<file path="config.mk">
export PLATFORM = sky130hd
export DESIGN_NAME = melody_tone_sequencer_core
export DESIGN_NICKNAME = d
export VERILOG_FILES = /design/src/rtl/mts_pkg.sv /design/src/rtl/mts_div.sv /design/src/rtl/melody_tone_sequencer_core.sv
export SDC_FILE = /design/constraint.sdc
export NUM_CORES = 2
export LEC_CHECK = 0
export ABC_AREA = 1
export BUFFER_PORTS_ARGS = -buffer_cell sky130_fd_sc_hd__buf_4
export CAP_MARGIN = 30
export CORE_UTILIZATION = 37
export DETAILED_ROUTE_END_ITERATION = 10
export HOLD_SLACK_MARGIN = 0.05
export SKIP_LAST_GASP = 1
export SYNTH_ARGS = -nofsm -noshare
export SYNTH_HDL_FRONTEND = slang
export SYNTH_HIERARCHICAL = 1
export SYNTH_SLANG_ARGS = --single-unit
export TNS_END_PERCENT = 20
</file>
<file path="constraint.sdc">
create_clock -name clk -period 9.9 [get_ports clk]
set_input_delay 2.97 -clock clk [delete_from_list [all_inputs] [get_ports clk]]
set_output_delay 2.97 -clock clk [all_outputs]
set_load 0.03 [all_outputs]
</file>
<file path="src/rtl/mts_pkg.sv">
`timescale 1ns / 1ps
// ----------------------------------------------------------------------------
// Melody tone sequencer package
// Shared widths, codes and types for the melody tone sequencer.
// ----------------------------------------------------------------------------
package mts_pkg;

  // Sizing of the melody table and the oscillator.
  localparam int MELODY_DEPTH    = 16;
  localparam int PHASE_BITS      = 24;
  localparam int SINE_TABLE_BITS = 10;
  localparam int NOTE_W          = $clog2(MELODY_DEPTH);

  // Field and register widths.
  localparam int BEATS_W   = 8;
  localparam int STEP_W    = 24;
  localparam int IDX_W     = 4;
  localparam int SPB_W     = 16;
  localparam int AMP_W     = 15;
  localparam int MLEN_W    = 5;
  localparam int CFG_IDX_W = 2;
  localparam int CFG_W     = 16;
  localparam int COUNT_W   = 20;
  localparam int SAMPLE_W  = 16;
  localparam int NOTENUM_W = 4;

  // Note length is (beats * samples_per_beat) >> 4.
  localparam int LEN_W    = BEATS_W + SPB_W - 4;
  // Divisor of the decay is five note lengths.
  localparam int DIV_W    = LEN_W + 3;
  // Envelope is a Q15 fraction, quotient bits produced by the divider.
  localparam int ENV_FRAC = 15;
  localparam int ENV_W    = ENV_FRAC + 1;
  localparam int QCNT_W   = $clog2(ENV_FRAC + 1);

  // Quarter-wave polynomial coefficients for sin(pi/2 * t), Q30.
  localparam logic [31:0] SIN_C1 = 32'd1686629713;
  localparam logic [31:0] SIN_C3 = 32'd693598668;
  localparam logic [31:0] SIN_C5 = 32'd85569306;
  localparam logic [31:0] SIN_C7 = 32'd5026995;

  // Input operation codes, carried on in_tuser.
  localparam logic OP_TICK  = 1'b0;
  localparam logic OP_WRITE = 1'b1;

  typedef enum logic [CFG_IDX_W-1:0] {
    REG_SPB  = 2'd0,
    REG_AMP  = 2'd1,
    REG_MLEN = 2'd2
  } cfg_reg_t;

  typedef struct packed {
    logic [BEATS_W-1:0] beats;
    logic [STEP_W-1:0]  step;
  } entry_t;

  // Request to the envelope divider.
  typedef struct packed {
    logic             start;
    logic [DIV_W-1:0] num;
    logic [DIV_W-1:0] den;
  } div_req_t;

endpackage

</file>
<file path="src/rtl/mts_div.sv">
`timescale 1ns / 1ps
// ----------------------------------------------------------------------------
// Envelope divider
// Restoring divider giving floor(num * 2^15 / den) for num below den.
// ----------------------------------------------------------------------------
module mts_div
  import mts_pkg::*;
(
  input  logic                clk,
  input  logic                rst_n,
  input  div_req_t            req,
  output logic                busy,
  output logic [ENV_FRAC-1:0] quotient
);

  logic [DIV_W-1:0]    rem_r;
  logic [DIV_W-1:0]    den_r;
  logic [ENV_FRAC-1:0] quo_r;
  logic [QCNT_W-1:0]   cnt_r;
  logic [DIV_W:0]      rem_dbl;
  logic                fits;

  assign rem_dbl = {rem_r, 1'b0};
  assign fits    = rem_dbl >= {1'b0, den_r};

  always_ff @(posedge clk) begin
    if (!rst_n) begin
      cnt_r <= '0;
    end else if (req.start) begin
      rem_r <= req.num;
      den_r <= req.den;
      quo_r <= '0;
      cnt_r <= QCNT_W'(ENV_FRAC);
    end else if (cnt_r != '0) begin
      // The remainder stays below the divisor, so one bit per step suffices.
      if (fits) begin
        rem_r <= DIV_W'(rem_dbl - {1'b0, den_r});
      end else begin
        rem_r <= DIV_W'(rem_dbl);
      end
      quo_r <= {quo_r[ENV_FRAC-2:0], fits};
      cnt_r <= cnt_r - 1'b1;
    end
  end

  assign busy     = cnt_r != '0;
  assign quotient = quo_r;

endmodule

</file>
<file path="src/rtl/melody_tone_sequencer_core.sv">
`timescale 1ns / 1ps
// ----------------------------------------------------------------------------
// Melody tone sequencer core
// Looping melody player: note table, sine oscillator and note envelope.
// ----------------------------------------------------------------------------
// A write transfer (in_tuser high) loads one melody table slot in the cycle
// it is accepted and gives no result. A tick transfer (in_tuser low) produces
// exactly one output sample. A sounding note runs each tick through the
// envelope divider (a load, 15 quotient steps and a capture) and through
// eight passes of the one shared 32x32 multiplier (note length, five
// polynomial steps of the quarter-wave sine, and the two gain products).
// Once the envelope has decayed to zero the divider is skipped. A rest or a
// zero-length note skips the envelope and the sine and gives a zero sample.
// When a note ends, the sequencer wraps the note index at the melody length
// by repeated subtraction and then reads the next table slot. The input side
// is held off while a tick is in progress, but a finished sample sits in the
// output register, so the next transfer is taken while that sample waits; a
// tick that finishes while the output register is still full waits for it to
// empty.
// ----------------------------------------------------------------------------
module melody_tone_sequencer_core
  import mts_pkg::*;
(
  input  logic                 clk,
  input  logic                 rst_n,
  // Input stream.
  input  logic                 in_tvalid,
  output logic                 in_tready,
  input  logic [39:0]          in_tdata,   // entry_index[3:0], entry_beats[11:4],
                                           // entry_phase_step[35:12], zero[39:36]
  input  logic                 in_tuser,   // operation
  // Output stream.
  output logic                 out_tvalid,
  input  logic                 out_tready,
  output logic [23:0]          out_tdata,  // sample_out[15:0], note_number[19:16],
                                           // zero[23:20]
  output logic                 out_tuser,  // note_began
  // Configuration writes.
  input  logic                 cfg_we,
  input  logic [CFG_IDX_W-1:0] cfg_index,
  input  logic [CFG_W-1:0]     cfg_wdata
);

  typedef enum logic [3:0] {
    S_IDLE,
    S_FETCH,
    S_LEN,
    S_CHECK,
    S_WRAP,
    S_ENV,
    S_DIV,
    S_SIN_T,
    S_SIN_T2,
    S_SIN_A,
    S_SIN_B,
    S_SIN_C,
    S_SIN_M,
    S_MAG,
    S_SAMPLE,
    S_DONE
  } state_t;

  localparam logic [NOTE_W:0] DEPTH_V = (NOTE_W + 1)'(MELODY_DEPTH);
  localparam int QTR_W = SINE_TABLE_BITS - 2;
  localparam int S50_W = COUNT_W + 6;

  // Melody table, no reset: a slot is only defined once it has been written.
  entry_t mem [MELODY_DEPTH];
  entry_t rd_data_r;

  state_t                state_r;
  logic [SPB_W-1:0]      spb_r;
  logic [AMP_W-1:0]      amp_r;
  logic [MLEN_W-1:0]     mlen_r;
  logic [NOTE_W-1:0]     cur_note_r;
  logic [COUNT_W-1:0]    count_r;
  logic [PHASE_BITS-1:0] phase_r;
  logic                  checked_r;
  logic [NOTE_W:0]       wrap_v_r;
  logic [LEN_W-1:0]      len_r;
  logic [STEP_W-1:0]     step_r;
  logic [ENV_W-1:0]      env_r;
  logic [31:0]           t2_r;
  logic [AMP_W-1:0]      sinmag_r;
  logic [SAMPLE_W-1:0]   sample_r;
  logic [63:0]           mul_p_r;
  logic                  out_valid_r;
  logic [23:0]           out_data_r;
  logic                  out_user_r;

  logic                  in_fire;
  logic                  mem_we;
  logic [IDX_W-1:0]      wr_idx;
  entry_t                wr_entry;
  logic [NOTE_W:0]       mel_len;
  logic [LEN_W-1:0]      len_c;
  logic [31:0]           p_hi;
  logic [31:0]           mul_a;
  logic [31:0]           mul_b;
  logic [S50_W-1:0]      s50;
  logic [DIV_W-1:0]      l5;
  logic [DIV_W-1:0]      s2;
  logic                  attack;
  logic                  decay_zero;
  div_req_t              div_req;
  logic                  div_busy;
  logic [ENV_FRAC-1:0]   div_quo;
  logic [SINE_TABLE_BITS-1:0] sin_idx;
  logic [QTR_W-1:0]      sin_r;
  logic [QTR_W:0]        sin_qi;
  logic [31:0]           sin_t;
  logic [16:0]           sin_round;
  logic [AMP_W-1:0]      mag;
  logic                  out_free;

  assign in_tready = state_r == S_IDLE;
  assign in_fire   = in_tvalid && in_tready;
  assign out_free  = !out_valid_r || out_tready;

  // Table write port and registered read of the current note.
  assign wr_idx         = in_tdata[3:0];
  assign wr_entry.beats = in_tdata[11:4];
  assign wr_entry.step  = in_tdata[35:12];
  assign mem_we = in_fire && (in_tuser == OP_WRITE)
                  && ((IDX_W + 1)'(wr_idx) < (IDX_W + 1)'(MELODY_DEPTH));

  always_ff @(posedge clk) begin
    if (mem_we) begin
      mem[NOTE_W'(wr_idx)] <= wr_entry;
    end
    rd_data_r <= mem[cur_note_r];
  end

  // Effective loop length: zero counts as one, and it never exceeds the table.
  always_comb begin
    if (mlen_r == '0) begin
      mel_len = (NOTE_W + 1)'(1);
    end else if (int'(mlen_r) > MELODY_DEPTH) begin
      mel_len = DEPTH_V;
    end else begin
      mel_len = (NOTE_W + 1)'(mlen_r);
    end
  end

  // Product bits above the Q30 point, and the note length; each fits 32 bits.
  assign p_hi  = mul_p_r[61:30];
  assign len_c = mul_p_r[LEN_W+3:4];

  // Envelope set-up: attack over the first fiftieth of the note, then a
  // linear fall of 0.4 per note length, floored at zero.
  assign s50        = S50_W'(count_r) * S50_W'(50);
  assign l5         = DIV_W'(len_r) * DIV_W'(5);
  assign s2         = DIV_W'({count_r, 1'b0});
  assign attack     = s50 < S50_W'(len_r);
  assign decay_zero = s2 >= l5;

  assign div_req.start = (state_r == S_ENV) && (attack || !decay_zero);
  assign div_req.num   = attack ? DIV_W'(s50) : DIV_W'(l5 - s2);
  assign div_req.den   = attack ? DIV_W'(len_r) : l5;

  mts_div u_div (
    .clk      (clk),
    .rst_n    (rst_n),
    .req      (div_req),
    .busy     (div_busy),
    .quotient (div_quo)
  );

  // Quarter-wave folding of the phase into the polynomial argument t (Q30).
  assign sin_idx = phase_r[PHASE_BITS-1 -: SINE_TABLE_BITS];
  assign sin_r   = sin_idx[QTR_W-1:0];
  assign sin_qi  = sin_idx[QTR_W] ? ((QTR_W + 1)'(1) << QTR_W) - {1'b0, sin_r}
                                  : {1'b0, sin_r};
  assign sin_t   = 32'(sin_qi) << (32 - SINE_TABLE_BITS);

  assign sin_round = 17'((p_hi + 32'd16384) >> 15);
  assign mag       = mul_p_r[30 + AMP_W - 1:30];

  // Operand selection for the shared multiplier; the product is registered
  // and consumed by the following state.
  always_comb begin
    mul_a = '0;
    mul_b = '0;
    case (state_r)
      S_LEN: begin
        mul_a = 32'(rd_data_r.beats);
        mul_b = 32'(spb_r);
      end
      S_SIN_T: begin
        mul_a = sin_t;
        mul_b = sin_t;
      end
      S_SIN_T2: begin
        mul_a = SIN_C7;
        mul_b = p_hi;
      end
      S_SIN_A: begin
        mul_a = SIN_C5 - p_hi;
        mul_b = t2_r;
      end
      S_SIN_B: begin
        mul_a = SIN_C3 - p_hi;
        mul_b = t2_r;
      end
      S_SIN_C: begin
        mul_a = SIN_C1 - p_hi;
        mul_b = sin_t;
      end
      S_SIN_M: begin
        mul_a = 32'(env_r);
        mul_b = 32'(amp_r);
      end
      S_MAG: begin
        mul_a = mul_p_r[31:0];
        mul_b = 32'(sinmag_r);
      end
      default: begin
        mul_a = '0;
        mul_b = '0;
      end
    endcase
  end

  always_ff @(posedge clk) begin
    mul_p_r <= 64'(mul_a) * 64'(mul_b);
  end

  // Sequencer, configuration registers and output register.
  always_ff @(posedge clk) begin
    if (!rst_n) begin
      state_r     <= S_IDLE;
      spb_r       <= SPB_W'(12000);
      amp_r       <= AMP_W'(16384);
      mlen_r      <= MLEN_W'(1);
      cur_note_r  <= '0;
      count_r     <= '0;
      phase_r     <= '0;
      checked_r   <= 1'b0;
      out_valid_r <= 1'b0;
    end else begin
      if (cfg_we) begin
        case (cfg_index)
          REG_SPB:  spb_r  <= cfg_wdata[SPB_W-1:0];
          REG_AMP:  amp_r  <= cfg_wdata[AMP_W-1:0];
          REG_MLEN: mlen_r <= cfg_wdata[MLEN_W-1:0];
          default:  ;
        endcase
      end

      // A finished sample loads the output register; otherwise a completed
      // output transfer empties it.
      if ((state_r == S_DONE) && out_free) begin
        out_valid_r <= 1'b1;
      end else if (out_valid_r && out_tready) begin
        out_valid_r <= 1'b0;
      end

      unique case (state_r)
        S_IDLE: begin
          if (in_fire && (in_tuser == OP_TICK)) begin
            checked_r <= 1'b0;
            state_r   <= S_FETCH;
          end
        end
        S_FETCH: begin
          state_r <= S_LEN;
        end
        S_LEN: begin
          state_r <= S_CHECK;
        end
        S_CHECK: begin
          // The end-of-note test is made once per tick, on the note in hand.
          if (!checked_r && (count_r >= len_c)) begin
            wrap_v_r  <= (NOTE_W + 1)'(cur_note_r) + 1'b1;
            count_r   <= '0;
            phase_r   <= '0;
            checked_r <= 1'b1;
            state_r   <= S_WRAP;
          end else begin
            len_r  <= len_c;
            step_r <= rd_data_r.step;
            if ((PHASE_BITS'(rd_data_r.step) == '0) || (len_c == '0)) begin
              sample_r <= '0;
              state_r  <= S_DONE;
            end else begin
              state_r <= S_ENV;
            end
          end
        end
        S_WRAP: begin
          // Remainder by repeated subtraction; the index is usually in range.
          if (wrap_v_r >= mel_len) begin
            wrap_v_r <= wrap_v_r - mel_len;
          end else begin
            cur_note_r <= wrap_v_r[NOTE_W-1:0];
            state_r    <= S_FETCH;
          end
        end
        S_ENV: begin
          if (attack || !decay_zero) begin
            state_r <= S_DIV;
          end else begin
            env_r   <= '0;
            state_r <= S_SIN_T;
          end
        end
        S_DIV: begin
          if (!div_busy) begin
            env_r   <= ENV_W'(div_quo);
            state_r <= S_SIN_T;
          end
        end
        S_SIN_T: begin
          state_r <= S_SIN_T2;
        end
        S_SIN_T2: begin
          t2_r    <= p_hi;
          state_r <= S_SIN_A;
        end
        S_SIN_A: begin
          state_r <= S_SIN_B;
        end
        S_SIN_B: begin
          state_r <= S_SIN_C;
        end
        S_SIN_C: begin
          state_r <= S_SIN_M;
        end
        S_SIN_M: begin
          // Round the Q30 sine to Q15 and cap at the largest positive value.
          sinmag_r <= (sin_round > 17'd32767) ? AMP_W'(32767) : AMP_W'(sin_round);
          state_r  <= S_MAG;
        end
        S_MAG: begin
          state_r <= S_SAMPLE;
        end
        S_SAMPLE: begin
          sample_r <= sin_idx[SINE_TABLE_BITS-1] ? SAMPLE_W'(-SAMPLE_W'(mag))
                                                 : SAMPLE_W'(mag);
          phase_r  <= phase_r + PHASE_BITS'(step_r);
          state_r  <= S_DONE;
        end
        S_DONE: begin
          if (out_free) begin
            out_data_r  <= {4'b0000, NOTENUM_W'(cur_note_r), sample_r};
            out_user_r  <= count_r == '0;
            if (count_r != '1) begin
              count_r <= count_r + 1'b1;
            end
            state_r <= S_IDLE;
          end
        end
        default: begin
          state_r <= S_IDLE;
        end
      endcase
    end
  end

  assign out_tvalid = out_valid_r;
  assign out_tdata  = out_data_r;
  assign out_tuser  = out_user_r;

endmodule

</file>
==> results.cfg <==
[timing]
finalMaxSlewViolations = 0
period_needed_ps = 9590
rsz0062_at_grt = yes
period_share = 0.969
hold_viol = 0
worstMarginPinSlew_ps = 1080
finalSetupViolations = 0
slew_headroom = 0.276
clock_skew_ps = 72.0
fmax_mhz = 104

[worst_setup_path]
cp_data_required_time_ps = 10430
path_common_cell = inv_1
critPathArrivalTime_ps = 10120
critPathMaxFanout = 10
cp_slowest_stage_delay_ps = 540
criticalPathCategory = reg -> reg
critPathSlowestCell = fa_1
startpoint_type = flip-flop
cp-end-kind = flip-flop

[clock_network]
clock_latency_ps = 730
cts_buffers = 89
clk_pin_slew_ps = 60
cts_tree = done
cts_buffer_depth = 3
ctsHtreeMaxLevel = 3
cts_root_buffer = clkbuf_16
clock-sinks = 909

[layout]
finalNetCount = 10900
regArea_um2 = 25400
multi_input_area_um2 = 47600
final_cell_area_um2 = 91000
nFillCells = 21100
syn_to_final_growth_pct = 13.9
stdcell_count = 12300
final_layout_size_suffix_gt1_frac = 0.111

[route]
wl_mm = 266
drtAntennaViolNets = 0
dr_total_vias = 64500
drc = 0
wire_per_inst_um = 21.6
dr.pass1.iters = 6
vias_per_cell = 5.23
drt_iter0_drc = 5793

[global_routing]
grt_antenna_before_repair = 14
grt_overflow = 0
first_global_vias = 64200
grt_pass1_wl_mm = 399
grt_max_degree = 174
track_usage = 0.243

[power]
ir_drop_mv = 0.148
powerDensity_nw_per_um2 = 101
p_leak_nw = 40.4
power_mw = 9.23

[place]
hpwl_mm = 206
gp_congestion = 0.991
port_buffers = 82
placed_cell_area_um2 = 86600
dp_cells = 12100

[status]
status = completed

[logic_synthesis]
post_synth_num_cell_types = 67
syn_avg_cell_area_um2 = 8.75
synth_area_um2 = 79800
synth_cells = 9123
yosysWarningCount = 6
synthFlopType = edfxtp_1
synthArstFlopShare = 0
synth_edf_count = 721
yosys.area.top_type_share = 0.271
synth_seq_cells = 909
yosysSeqAreaShare = 0.318
netlist_top_cells_area = edfxtp_1 27%, fa_1 23%, nand2_1 8.4%, inv_1 7.9%, ha_1 7.7%
yosysTopAreaCell = edfxtp_1

[run]
max_cap_viol_count = 0

[floorplanning]
fp.dieW_um = 467
std_cell_rows = 170
fp.dieArea_um2 = 218000
pin_count = 91
coreArea_um2 = 215000
initial_utilization = 0.372
die_height_um = 467

[hold_path]
hp-class = reg -> reg
==> flip-flops by register name, indices dropped and copies added, names as in the netlist, 16 cells and up <==
| name | flops |
|---|---|
| count_r | 20 |
| u_div/rem_r | 23 |
| rd_data_r | 32 |
| step_r | 24 |
| mem | 512 |
| len_r | 20 |
| phase_r | 24 |
| mul_p_r | 62 |
| out_tdata | 20 |
| spb_r | 16 |
| u_div/den_r | 23 |
| sample_r | 16 |
| t2_r | 32 |
==> metrics by stage <==
stage	setup TNS, ps	setup WS (ps)	util	hold WS, ps
6_report	0	305	0.424	420
5_1_grt	-935	-108	0.424	432
4_1_cts	-88.6	-27.1	0.418	420
3_5_place_dp	-32.5	-32.5	0.403	405
3_3_place_gp	-15.7	-15.7	0.403	408
2_1_floorplan	0	832	-	400
==> final timing paths <==
| path | from | end | slack [ps] | depth (start not counted) |
|---|---|---|---|---|
| hold reg to reg | sample_r[7]$_SDFFCE_PN0P_ | out_tdata[7]$_DFFE_PP_ | 420 | 0 |
| hold / removal | sample_r[7]$_SDFFCE_PN0P_ | out_tdata[7]$_DFFE_PP_ | 420 | 0 |
| setup / recovery | state_r[1]$_SDFFE_PN0P_ | mul_p_r[44]$_DFF_P_ | 310 | 49 |
| setup reg to reg | state_r[1]$_SDFFE_PN0P_ | mul_p_r[44]$_DFF_P_ | 310 | 49 |
==> power breakdown <==
part,leakage [nW],internal (mW),switching (mW)
Combinational,30.8,0.408,0.938
Sequential,8.11,4.27,0.0617
Clock,1.50,1.99,1.56
==> layout make-up <==
cell class / count / share of cell area
Inverter: 1729 / 0.0720
Clock inverter: 56 / 0.00717
Timing Repair Buffer: 561 / 0.0527
Clock buffer: 111 / 0.0264
Antenna cell: 2 / 0.0000550
Tap cell: 2838 / 0.0390
Multi-Input combinational cell: 6133 / 0.523
Sequential cell: 909 / 0.280
==> Yosys cell counts, drive strengths merged, types with 50 or more instances <==
master  number
nor2      1060
buf        118
a21oi      424
fa         916
edfxtp     721
o22ai       87
o221ai      56
clkbuf     237
nand2     1797
inv       1707
o21ai      532
xnor2       52
ha         493
nand3      273
nor3        50
nand4       58
xor2        98
dfxtp      188
==> placed cells by master (no fill, tap or decap), types with 46 or more instances in the layout <==
cell type,synthesis,layout
dfxtp_1,188,184
inv_1,1673,1663
xnor2_1,52,52
buf_4,13,498
o221ai_1,56,56
a21oi_1,420,390
nand3_1,261,250
ha_1,493,466
clkbuf_16,0,91
nand2_1,1781,1755
fa_1,916,897
nor2_1,1040,981
o22ai_1,83,80
edfxtp_1,721,721
nor2_2,15,46
o21ai_0,518,499
xor2_1,98,97
nand4_1,58,58
==> metal layers <==
layer | wire (um) | track usage | up-vias
met5 | 83 | 0 | -
met4 | 11700 | 0.0952 | 14
met3 | 19000 | 0.0348 | 465
met2 | 123000 | 0.390 | 2368
met1 | 113000 | 0.331 | 32200
li1 | - | - | 29400
==> critical path, delay by kind of cell (launching register included) <==
kind	cells	cell delay (ps)
adder cells (fa/ha/maj)	10	4610
buffers and inverters	18	1720
AO/OA/AOI/OAI	7	1340
AND/OR/NAND/NOR	13	1220
flip-flops	1	330
XOR/XNOR	1	160
==> logic make-up (layout without fill, tap and decap cells) <==
group	count (synthesis)	in the layout	synth area share
xor+xnor	150	150	0.0165
simple gates	3337	3337	0.171
other cells	1	6	0.0000470
compound gates	1232	1232	0.0867
buf+inv	2084	2457	0.101
fa+ha+maj	1409	1409	0.307
mux	1	1	0.000125
flops	909	909	0.318
==> what timing repair did <==
action,CTS,global route
cloned,0,0
pin swaps,1,91
setup endpoints to repair,7,39
resized for setup,1,283
buffers inserted,1,22
hold buffers,0,0
Note: power is estimated with default switching activity, not from simulation.
